File: config.mk
export PLATFORM = sky130hd
export DESIGN_NAME = sha1_message_digest
export DESIGN_NICKNAME = d
export VERILOG_FILES = /design/src/sv/sha1md_pkg.sv /design/src/sv/sha1md_dp.sv /design/src/sv/sha1md_ctrl.sv /design/src/sv/sha1_message_digest.sv
export VERILOG_INCLUDE_DIRS = /design/src /design/src/sv
export SDC_FILE = /design/constraint.sdc
export NUM_CORES = 2
export LEC_CHECK = 0
export ABC_CLOCK_PERIOD_IN_PS = 115600
export BUFFER_PORTS_ARGS = -buffer_cell sky130_fd_sc_hd__buf_4
export CELL_PAD_IN_SITES_DETAIL_PLACEMENT = 0
export CELL_PAD_IN_SITES_GLOBAL_PLACEMENT = 1
export CORE_ASPECT_RATIO = 1.25
export CORE_MARGIN = 2
export CORE_UTILIZATION = 40
export CTS_CLUSTER_SIZE = 14
export DETAILED_ROUTE_END_ITERATION = 7
export PLACE_DENSITY = 0.61
export RECOVER_POWER = 25
export SLEW_MARGIN = 10
export SYNTH_ARGS = -nofsm -noshare
export SYNTH_HDL_FRONTEND = slang
export SYNTH_HIERARCHICAL = 1
export SYNTH_SLANG_ARGS = --single-unit
File: constraint.sdc
create_clock -name clk -period 115.6 [get_ports clk]
set_input_delay 0 -clock clk [delete_from_list [all_inputs] [get_ports clk]]
set_output_delay 0 -clock clk [all_outputs]
set_load 0.01 [all_outputs]
File: src/sv/sha1_message_digest_assert.svh
// Assertion helpers for the SHA-1 digest block.
`ifndef SHA1_MESSAGE_DIGEST_ASSERT_SVH
`define SHA1_MESSAGE_DIGEST_ASSERT_SVH

// Same-cycle implication, checked outside reset.
`define SHA1MD_ASSERT_IMP(label, clk, rst_n, ante, cons) \
  label: assert property (@(posedge clk) disable iff (!rst_n) (ante) |-> (cons)) \
    else $error("sha1md assertion failed");

// Next-cycle implication, checked outside reset.
`define SHA1MD_ASSERT_NXT(label, clk, rst_n, ante, cons) \
  label: assert property (@(posedge clk) disable iff (!rst_n) (ante) |=> (cons)) \
    else $error("sha1md assertion failed");

`endif

File: src/sv/sha1md_pkg.sv
package sha1md_pkg;

  // byte source for the block buffer
  localparam logic [1:0] BSEL_IN   = 2'd0;
  localparam logic [1:0] BSEL_MARK = 2'd1;
  localparam logic [1:0] BSEL_ZERO = 2'd2;
  localparam logic [1:0] BSEL_LEN  = 2'd3;

  // round function groups
  localparam logic [1:0] FN_CH   = 2'd0;
  localparam logic [1:0] FN_PAR1 = 2'd1;
  localparam logic [1:0] FN_MAJ  = 2'd2;
  localparam logic [1:0] FN_PAR3 = 2'd3;

  localparam logic [7:0] PAD_MARK_BYTE = 8'h80;

  typedef struct packed {
    logic       put;        // write one byte into the block buffer
    logic [1:0] bsel;       // which byte
    logic       start;      // load working vars from chain value
    logic       round;      // run one round
    logic [1:0] fn;         // round function group
    logic       add;        // fold working vars into chain value
    logic       out_shift;  // digest word taken, shift chain
    logic [2:0] out_idx;    // index of the word being taken
    logic       clear;      // end of message, clear counters
  } sha1md_cmd_t;

  typedef struct packed {
    logic pos_last;     // byte position 63
    logic pos_pre_len;  // byte position 55
  } sha1md_sts_t;

  function automatic logic [31:0] init_word(input logic [2:0] idx);
    logic [31:0] w;
    case (idx)
      3'd0:    w = 32'h67452301;
      3'd1:    w = 32'hefcdab89;
      3'd2:    w = 32'h98badcfe;
      3'd3:    w = 32'h10325476;
      3'd4:    w = 32'hc3d2e1f0;
      default: w = 32'h0;
    endcase
    return w;
  endfunction

  function automatic logic [31:0] k_const(input logic [1:0] fn);
    logic [31:0] k;
    case (fn)
      FN_CH:   k = 32'h5A827999;
      FN_PAR1: k = 32'h6ED9EBA1;
      FN_MAJ:  k = 32'h8F1BBCDC;
      FN_PAR3: k = 32'hCA62C1D6;
      default: k = 32'h0;
    endcase
    return k;
  endfunction

  function automatic logic [31:0] f_func(input logic [1:0] fn, input logic [31:0] b,
                                         input logic [31:0] c, input logic [31:0] d);
    logic [31:0] f;
    case (fn)
      FN_CH:   f = (b & c) | (~b & d);
      FN_MAJ:  f = (b & c) | (b & d) | (c & d);
      FN_PAR1: f = b ^ c ^ d;
      FN_PAR3: f = b ^ c ^ d;
      default: f = 32'h0;
    endcase
    return f;
  endfunction

endpackage

File: src/sv/sha1md_dp.sv
module sha1md_dp import sha1md_pkg::*; (
  input  logic        clk,
  input  logic        rst_n,
  input  sha1md_cmd_t cmd,
  input  logic [7:0]  in_data_byte,
  output sha1md_sts_t sts,
  output logic [31:0] digest_word
);

  logic [5:0]  pos_r;
  logic [63:0] len_r;
  logic [23:0] acc_r;
  logic [31:0] sched_r [16];
  logic [31:0] v_r     [5];
  logic [31:0] chain_r [5];

  logic [7:0]  byte_val;
  logic [31:0] w_mix, w_new, t_val;

  always_comb begin
    case (cmd.bsel)
      BSEL_IN:   byte_val = in_data_byte;
      BSEL_MARK: byte_val = PAD_MARK_BYTE;
      BSEL_ZERO: byte_val = 8'h00;
      BSEL_LEN:  byte_val = len_r[63:56];
      default:   byte_val = 8'h00;
    endcase
  end

  assign w_mix = sched_r[13] ^ sched_r[8] ^ sched_r[2] ^ sched_r[0];
  assign w_new = {w_mix[30:0], w_mix[31]};
  assign t_val = {v_r[0][26:0], v_r[0][31:27]} + f_func(cmd.fn, v_r[1], v_r[2], v_r[3])
               + v_r[4] + k_const(cmd.fn) + sched_r[0];

  assign sts.pos_last    = (pos_r == 6'd63);
  assign sts.pos_pre_len = (pos_r == 6'd55);
  assign digest_word     = chain_r[0];

  // counters and chain value
  always_ff @(posedge clk) begin
    if (!rst_n) begin
      pos_r <= '0;
      len_r <= '0;
      for (int i = 0; i < 5; i++) chain_r[i] <= init_word(3'(i));
    end else begin
      if (cmd.clear) begin
        pos_r <= '0;
        len_r <= '0;
      end else if (cmd.put) begin
        pos_r <= pos_r + 6'd1;
        if (cmd.bsel == BSEL_IN) len_r <= len_r + 64'd8;
        else if (cmd.bsel == BSEL_LEN) len_r <= {len_r[55:0], 8'h00};
      end
      if (cmd.add) begin
        for (int i = 0; i < 5; i++) chain_r[i] <= chain_r[i] + v_r[i];
      end else if (cmd.out_shift) begin
        for (int i = 0; i < 4; i++) chain_r[i] <= chain_r[i+1];
        chain_r[4] <= init_word(cmd.out_idx);
      end
    end
  end

  // schedule shift line, byte packer, working vars
  always_ff @(posedge clk) begin
    if (cmd.put) begin
      acc_r <= {acc_r[15:0], byte_val};
      if (pos_r[1:0] == 2'd3) begin
        for (int i = 0; i < 15; i++) sched_r[i] <= sched_r[i+1];
        sched_r[15] <= {acc_r, byte_val};
      end
    end else if (cmd.round) begin
      for (int i = 0; i < 15; i++) sched_r[i] <= sched_r[i+1];
      sched_r[15] <= w_new;
    end
    if (cmd.start) begin
      for (int i = 0; i < 5; i++) v_r[i] <= chain_r[i];
    end else if (cmd.round) begin
      v_r[4] <= v_r[3];
      v_r[3] <= v_r[2];
      v_r[2] <= {v_r[1][1:0], v_r[1][31:2]};
      v_r[1] <= v_r[0];
      v_r[0] <= t_val;
    end
  end

endmodule

File: src/sv/sha1md_ctrl.sv
module sha1md_ctrl import sha1md_pkg::*; (
  input  logic        clk,
  input  logic        rst_n,
  input  logic        in_valid,
  input  logic        in_has_byte,
  input  logic        in_end_of_message,
  output logic        in_stall,
  output logic        out_valid,
  input  logic        out_stall,
  output logic [2:0]  out_word_index,
  output logic        out_final_word,
  input  sha1md_sts_t sts,
  output sha1md_cmd_t cmd
);

  `include "sha1_message_digest_assert.svh"

  localparam logic [2:0] ST_IDLE  = 3'd0;
  localparam logic [2:0] ST_ROUND = 3'd1;
  localparam logic [2:0] ST_ADD   = 3'd2;
  localparam logic [2:0] ST_MARK  = 3'd3;
  localparam logic [2:0] ST_ZERO  = 3'd4;
  localparam logic [2:0] ST_LEN   = 3'd5;
  localparam logic [2:0] ST_OUT   = 3'd6;

  localparam logic [6:0] LAST_ROUND = 7'd79;
  localparam logic [2:0] LAST_WORD  = 3'd4;

  logic [2:0] state_r, state_nxt;
  logic [2:0] ret_r, ret_nxt;
  logic [6:0] rnd_r, rnd_nxt;
  logic [2:0] idx_r, idx_nxt;

  assign in_stall       = (state_r != ST_IDLE);
  assign out_valid      = (state_r == ST_OUT);
  assign out_word_index = idx_r;
  assign out_final_word = (idx_r == LAST_WORD);

  always_comb begin
    cmd       = '0;
    state_nxt = state_r;
    ret_nxt   = ret_r;
    rnd_nxt   = rnd_r;
    idx_nxt   = idx_r;
    if (rnd_r < 7'd20)      cmd.fn = FN_CH;
    else if (rnd_r < 7'd40) cmd.fn = FN_PAR1;
    else if (rnd_r < 7'd60) cmd.fn = FN_MAJ;
    else                    cmd.fn = FN_PAR3;
    case (state_r)
      ST_IDLE: begin
        if (in_valid) begin
          cmd.put  = in_has_byte;
          cmd.bsel = BSEL_IN;
          if (in_has_byte && sts.pos_last) begin
            cmd.start = 1'b1;
            state_nxt = ST_ROUND;
            ret_nxt   = in_end_of_message ? ST_MARK : ST_IDLE;
          end else if (in_end_of_message) begin
            state_nxt = ST_MARK;
          end
        end
      end
      ST_ROUND: begin
        cmd.round = 1'b1;
        if (rnd_r == LAST_ROUND) begin
          rnd_nxt   = '0;
          state_nxt = ST_ADD;
        end else begin
          rnd_nxt = rnd_r + 7'd1;
        end
      end
      ST_ADD: begin
        cmd.add   = 1'b1;
        state_nxt = ret_r;
      end
      ST_MARK, ST_ZERO: begin
        cmd.put  = 1'b1;
        cmd.bsel = (state_r == ST_MARK) ? BSEL_MARK : BSEL_ZERO;
        if (sts.pos_last) begin
          cmd.start = 1'b1;
          state_nxt = ST_ROUND;
          ret_nxt   = ST_ZERO;
        end else if (sts.pos_pre_len) begin
          state_nxt = ST_LEN;
        end else begin
          state_nxt = ST_ZERO;
        end
      end
      ST_LEN: begin
        cmd.put  = 1'b1;
        cmd.bsel = BSEL_LEN;
        if (sts.pos_last) begin
          cmd.start = 1'b1;
          state_nxt = ST_ROUND;
          ret_nxt   = ST_OUT;
        end
      end
      ST_OUT: begin
        if (!out_stall) begin
          cmd.out_shift = 1'b1;
          cmd.out_idx   = idx_r;
          if (idx_r == LAST_WORD) begin
            cmd.clear = 1'b1;
            idx_nxt   = '0;
            state_nxt = ST_IDLE;
          end else begin
            idx_nxt = idx_r + 3'd1;
          end
        end
      end
      default: begin
        state_nxt = ST_IDLE;
      end
    endcase
  end

  always_ff @(posedge clk) begin
    if (!rst_n) begin
      state_r <= ST_IDLE;
      ret_r   <= ST_IDLE;
      rnd_r   <= '0;
      idx_r   <= '0;
    end else begin
      state_r <= state_nxt;
      ret_r   <= ret_nxt;
      rnd_r   <= rnd_nxt;
      idx_r   <= idx_nxt;
    end
  end

  `SHA1MD_ASSERT_IMP(a_rnd_range, clk, rst_n, state_r == ST_ROUND, rnd_r <= LAST_ROUND)
  `SHA1MD_ASSERT_IMP(a_idx_range, clk, rst_n, out_valid, idx_r <= LAST_WORD)
  `SHA1MD_ASSERT_NXT(a_round_done, clk, rst_n,
                     state_r == ST_ROUND && rnd_r == LAST_ROUND, state_r == ST_ADD)
  `SHA1MD_ASSERT_NXT(a_msg_done, clk, rst_n, out_valid && !out_stall && out_final_word,
                     state_r == ST_IDLE && idx_r == 3'd0)

endmodule

File: src/sv/sha1_message_digest.sv
// Channel  | Direction | Handshake          | Payload
// ---------+-----------+--------------------+-------------------------------------------
// in_      | input     | in_valid/in_stall  | data_byte[7:0], has_byte, end_of_message
// out_     | output    | out_valid/out_stall| digest_word[31:0], word_index[2:0], final_word
//
// A byte item is taken while the block is idle. The 64th byte of a block
//   starts 80 rounds through one shared round unit, then the chaining add.
// End of message: padding, one byte a cycle outside compression, to the block
//   end (one or two blocks), then five digest words, one a cycle if unstalled.
// Synchronous active-low reset loads the initial hash value and clears counters.
// in_stall is high whenever the block is not idle; out_stall holds the current word.
module sha1_message_digest import sha1md_pkg::*; (
  input  logic        clk,
  input  logic        rst_n,
  input  logic        in_valid,
  output logic        in_stall,
  input  logic [7:0]  in_data_byte,
  input  logic        in_has_byte,
  input  logic        in_end_of_message,
  output logic        out_valid,
  input  logic        out_stall,
  output logic [31:0] out_digest_word,
  output logic [2:0]  out_word_index,
  output logic        out_final_word
);

  sha1md_cmd_t cmd;  // controller -> datapath
  sha1md_sts_t sts;  // datapath -> controller

  sha1md_ctrl u_ctrl (
    .clk               (clk),
    .rst_n             (rst_n),
    .in_valid          (in_valid),
    .in_has_byte       (in_has_byte),
    .in_end_of_message (in_end_of_message),
    .in_stall          (in_stall),
    .out_valid         (out_valid),
    .out_stall         (out_stall),
    .out_word_index    (out_word_index),
    .out_final_word    (out_final_word),
    .sts               (sts),
    .cmd               (cmd)
  );

  // schedule line, working vars, chain value, length and byte counters
  sha1md_dp u_dp (
    .clk          (clk),
    .rst_n        (rst_n),
    .cmd          (cmd),
    .in_data_byte (in_data_byte),
    .sts          (sts),
    .digest_word  (out_digest_word)
  );

endmodule

==> results.json <==
{
  "outcome": "finished clean",
  "synth-seq-cells": 939,
  "cts_num_sinks": 939,
  "ys_seq_area_share_pct": 56.1,
  "root_buffer": "clkbuf_16",
  "synth_cells": 4217,
  "avgRoutedWirePerCell_um": 22.7,
  "syn-mean-instance-area_um2": 11.6,
  "synth_area_mm2": 0.0488,
  "syn_nets": 4585,
  "cts-htree-levels": 3,
  "drt_iter0_markers": 2217,
  "die_w_um": 316,
  "insertedDiodeCount": 0,
  "dpl.hpwl_um": 94800,
  "die-height_um": 395,
  "async_reset_ff_share_pct": 0,
  "seqPwrFrac_pct": 33.7,
  "critPathSlowestCell": "or2_2",
  "first_pass_iters": 5,
  "ir_drop_v": 0.0000212,
  "num_vias": 31800,
  "drv_slew": 0,
  "required_ns": 116.03,
  "die-area_mm2": 0.125,
  "synth_top_cell_area_share_pct": 52.7,
  "p_per_area_mw_per_mm2": 30.9,
  "stdcell_count": 5917,
  "cp-end-kind": "register",
  "synth_ff_type": "edfxtp_1",
  "setup_viol": 0,
  "p_sw_share_pct": 41.3,
  "hold_violations": 0,
  "nets": 4608,
  "hp-class": "primary input to register",
  "synthTopCellsByArea": "edfxtp_1 53%, ha_1 5.9%, fa_1 5.1%, nand2_1 4.9%, dfxtp_1 3.4%",
  "core_mm2": 0.121,
  "synth-edff-count": 856,
  "crit_fanout": 33,
  "rsz0062_at_grt": "false",
  "yosysUniqueCellTypes": 104,
  "overflow": 0,
  "critPathLaunchType": "register",
  "power_switching_mw": 0.692,
  "place.gp.congestion": 0.882,
  "yosysTopAreaCell": "edfxtp_1",
  "critPathArrivalTime_ns": 7.93,
  "p_int_mw": 0.983,
  "dp_cells": 5717,
  "post_cts_buffers": 0,
  "hp-start": "in_data_byte[4]",
  "grt_max_degree": 197,
  "maxCapViolCount": 0,
  "start_util_pct": 40.2,
  "synthTopCellsByCount": "856 x edfxtp_1, 640 x nand2_1, 275 x a21oi_1",
  "port_buffers": 51,
  "synth.yosys.warnings": 6,
  "grt_use_total_pct": 21.5,
  "multi_input_area_mm2": 0.0197,
  "antenna_left": 0,
  "grt_pass1_wl_um": 202000,
  "synth.most_common_cell": "edfxtp_1",
  "drive_gt1_share_pct": 6.52,
  "max_freq_mhz": 133,
  "pwr-share-comb_pct": 46.5,
  "rr_startpoint": "u_ctrl/rnd_r[5]",
  "antenna_found_initial": 1,
  "cts_buffers": 99,
  "setup_tns_ns": 0,
  "grt_pass1_vias": 31400,
  "tightest_slew_ns": 1.10,
  "fin_skew_ns": 0.0302,
  "wl_um": 135000,
  "clkPwrFrac_pct": 19.8,
  "cts_tree": "done",
  "seqCellArea_mm2": 0.0274,
  "timing_worst_setup_path_type": "register to register",
  "p_leak_nw": 19.9,
  "ioPinCount": 52,
  "slew-limit-headroom_pct": 26.5,
  "fin_crit_ns": 7.50,
  "clock_path_buffers": 3,
  "drcViolationCount": 0,
  "finalCritPeriodShare_pct": 6.49,
  "clk_pin_slew_ns": 0.06,
  "rows": 143,
  "slowest_delay_ns": 0.69,
  "fillers": 11400,
  "syn_to_final_growth_pct": 11.0,
  "avgViaCountPerCell": 5.38,
  "worstSkewPairLatency_ns": 0.73,
  "startpoint": "u_ctrl/rnd_r[5]"
}
cell families (layout without fill, tap and decap cells):
group	count (synthesis)	in the layout	share of synthesized area [%]
XOR/XNOR	271	271	4.86
adder cells (fa/ha/maj)	355	355	11.0
buffers and inverters	437	542	3.80
AO/OA/AOI/OAI	964	964	12.3
multiplexers	22	22	0.472
AND/OR/NAND/NOR	1229	1229	11.5
flip-flops	939	939	56.1
what timing repair did:
action | CTS | global route
hold buffers | 17 | 0
resized for setup | 0 | 0
hold endpoints to repair | 30 | 0
cells in the final DEF, fill, tap and decap left out, drive strengths merged, types with 21 or more instances in the layout:
master and instances:
edfxtp 856, xor2 82, o21bai 27, nor2 240, or3 23, nand2b 58
o21a 26, inv 261, buf 84, a211oi 41, nor3 39, xnor2 189
a21o 63, o22ai 24, and3 23, a221oi 30, a22oi 22, o31ai 21
nand3b 23, nand3 59, a21oi 275, o21ai 269, fa 125, nand2 640
nand4 35, clkbuf 129, nor2b 25, clkinv 36, a31oi 39, dfxtp 83
ha 229
metrics by stage:
stage / util [%] / instance area (µm²) / total power, mW / hold slack [ns] / setup slack (ns)
final: 44.7 / 54200 / 1.67 / 0.219 / 108.10
after global routing: 44.7 / 54200 / 1.79 / 0.216 / 107.65
after CTS: 44.7 / 54200 / 1.69 / 0.154 / 108.08
after detailed placement: 41.8 / 50700 / 1.35 / 0.398 / 108.12
after global placement: 41.8 / 50700 / 1.34 / 0.397 / 108.17
after floorplan: - / 48800 / 1.19 / 0.220 / 76.29
critical path: cells and delay by family (launching register included):
kind	cells	cell delay, ns
AOI/OAI and AO/OA	11	2.83
xor gates and xnor gates	1	0.13
adders and majority gates	7	2.77
buffers and inverters	4	0.28
DFF	1	0.36
and+or+nand+nor	2	0.81
final timing paths:
path | endpoint | slack (ns) | cells after the start
setup / recovery | u_dp/v_r[0][31] | 108.10 | 25
hold / removal | u_dp/acc_r[4] | 0.22 | 4
setup reg to reg | u_dp/v_r[0][31] | 108.10 | 25
hold reg to reg | u_dp/sched_r[0][281] | 0.41 | 0
power by group through the flow:
stage / combinational, mW / clock, mW / sequential [mW]
2_1_floorplan: 0.563 / 0 / 0.631
3_3_place_gp: 0.774 / 0 / 0.570
3_5_place_dp: 0.776 / 0 / 0.572
4_1_cts: 0.782 / 0.342 / 0.566
5_1_grt: 0.868 / 0.354 / 0.573
6_report: 0.779 / 0.332 / 0.564
layer usage:
layer  vias to the layer above  part of all wire [%]  wire length, µm  GRT usage [%]
li1                      15200                     -                -              -
met1                     15900                    44            59900           28.9
met2                       577                    50            66700           36.4
met3                       163                   3.2             4310           2.22
met4                         2                   2.7             3700           6.68
met5                         -                0.0082               11              0
registers in the layout, summed over array words and instances (netlist names):
name and cells:
u_ctrl/state_r 3, u_ctrl/out_word_index 3, u_dp/v_r 160, u_ctrl/rnd_r 7
u_ctrl/ret_r 3, u_dp/acc_r 24, u_dp/chain_r 160, u_dp/len_r 61
u_dp/sched_r 512, u_dp/pos_r 6
layout make-up:
class	instances	area share (%)
timing repair buffer	101	1.52
tap	1595	3.68
multi-input combinational	2841	36.3
sequential	939	50.5
clock buffer	129	4.82
inverter	258	1.79
clock inverter	54	1.36
Note: power is estimated with default switching activity, not from simulation.
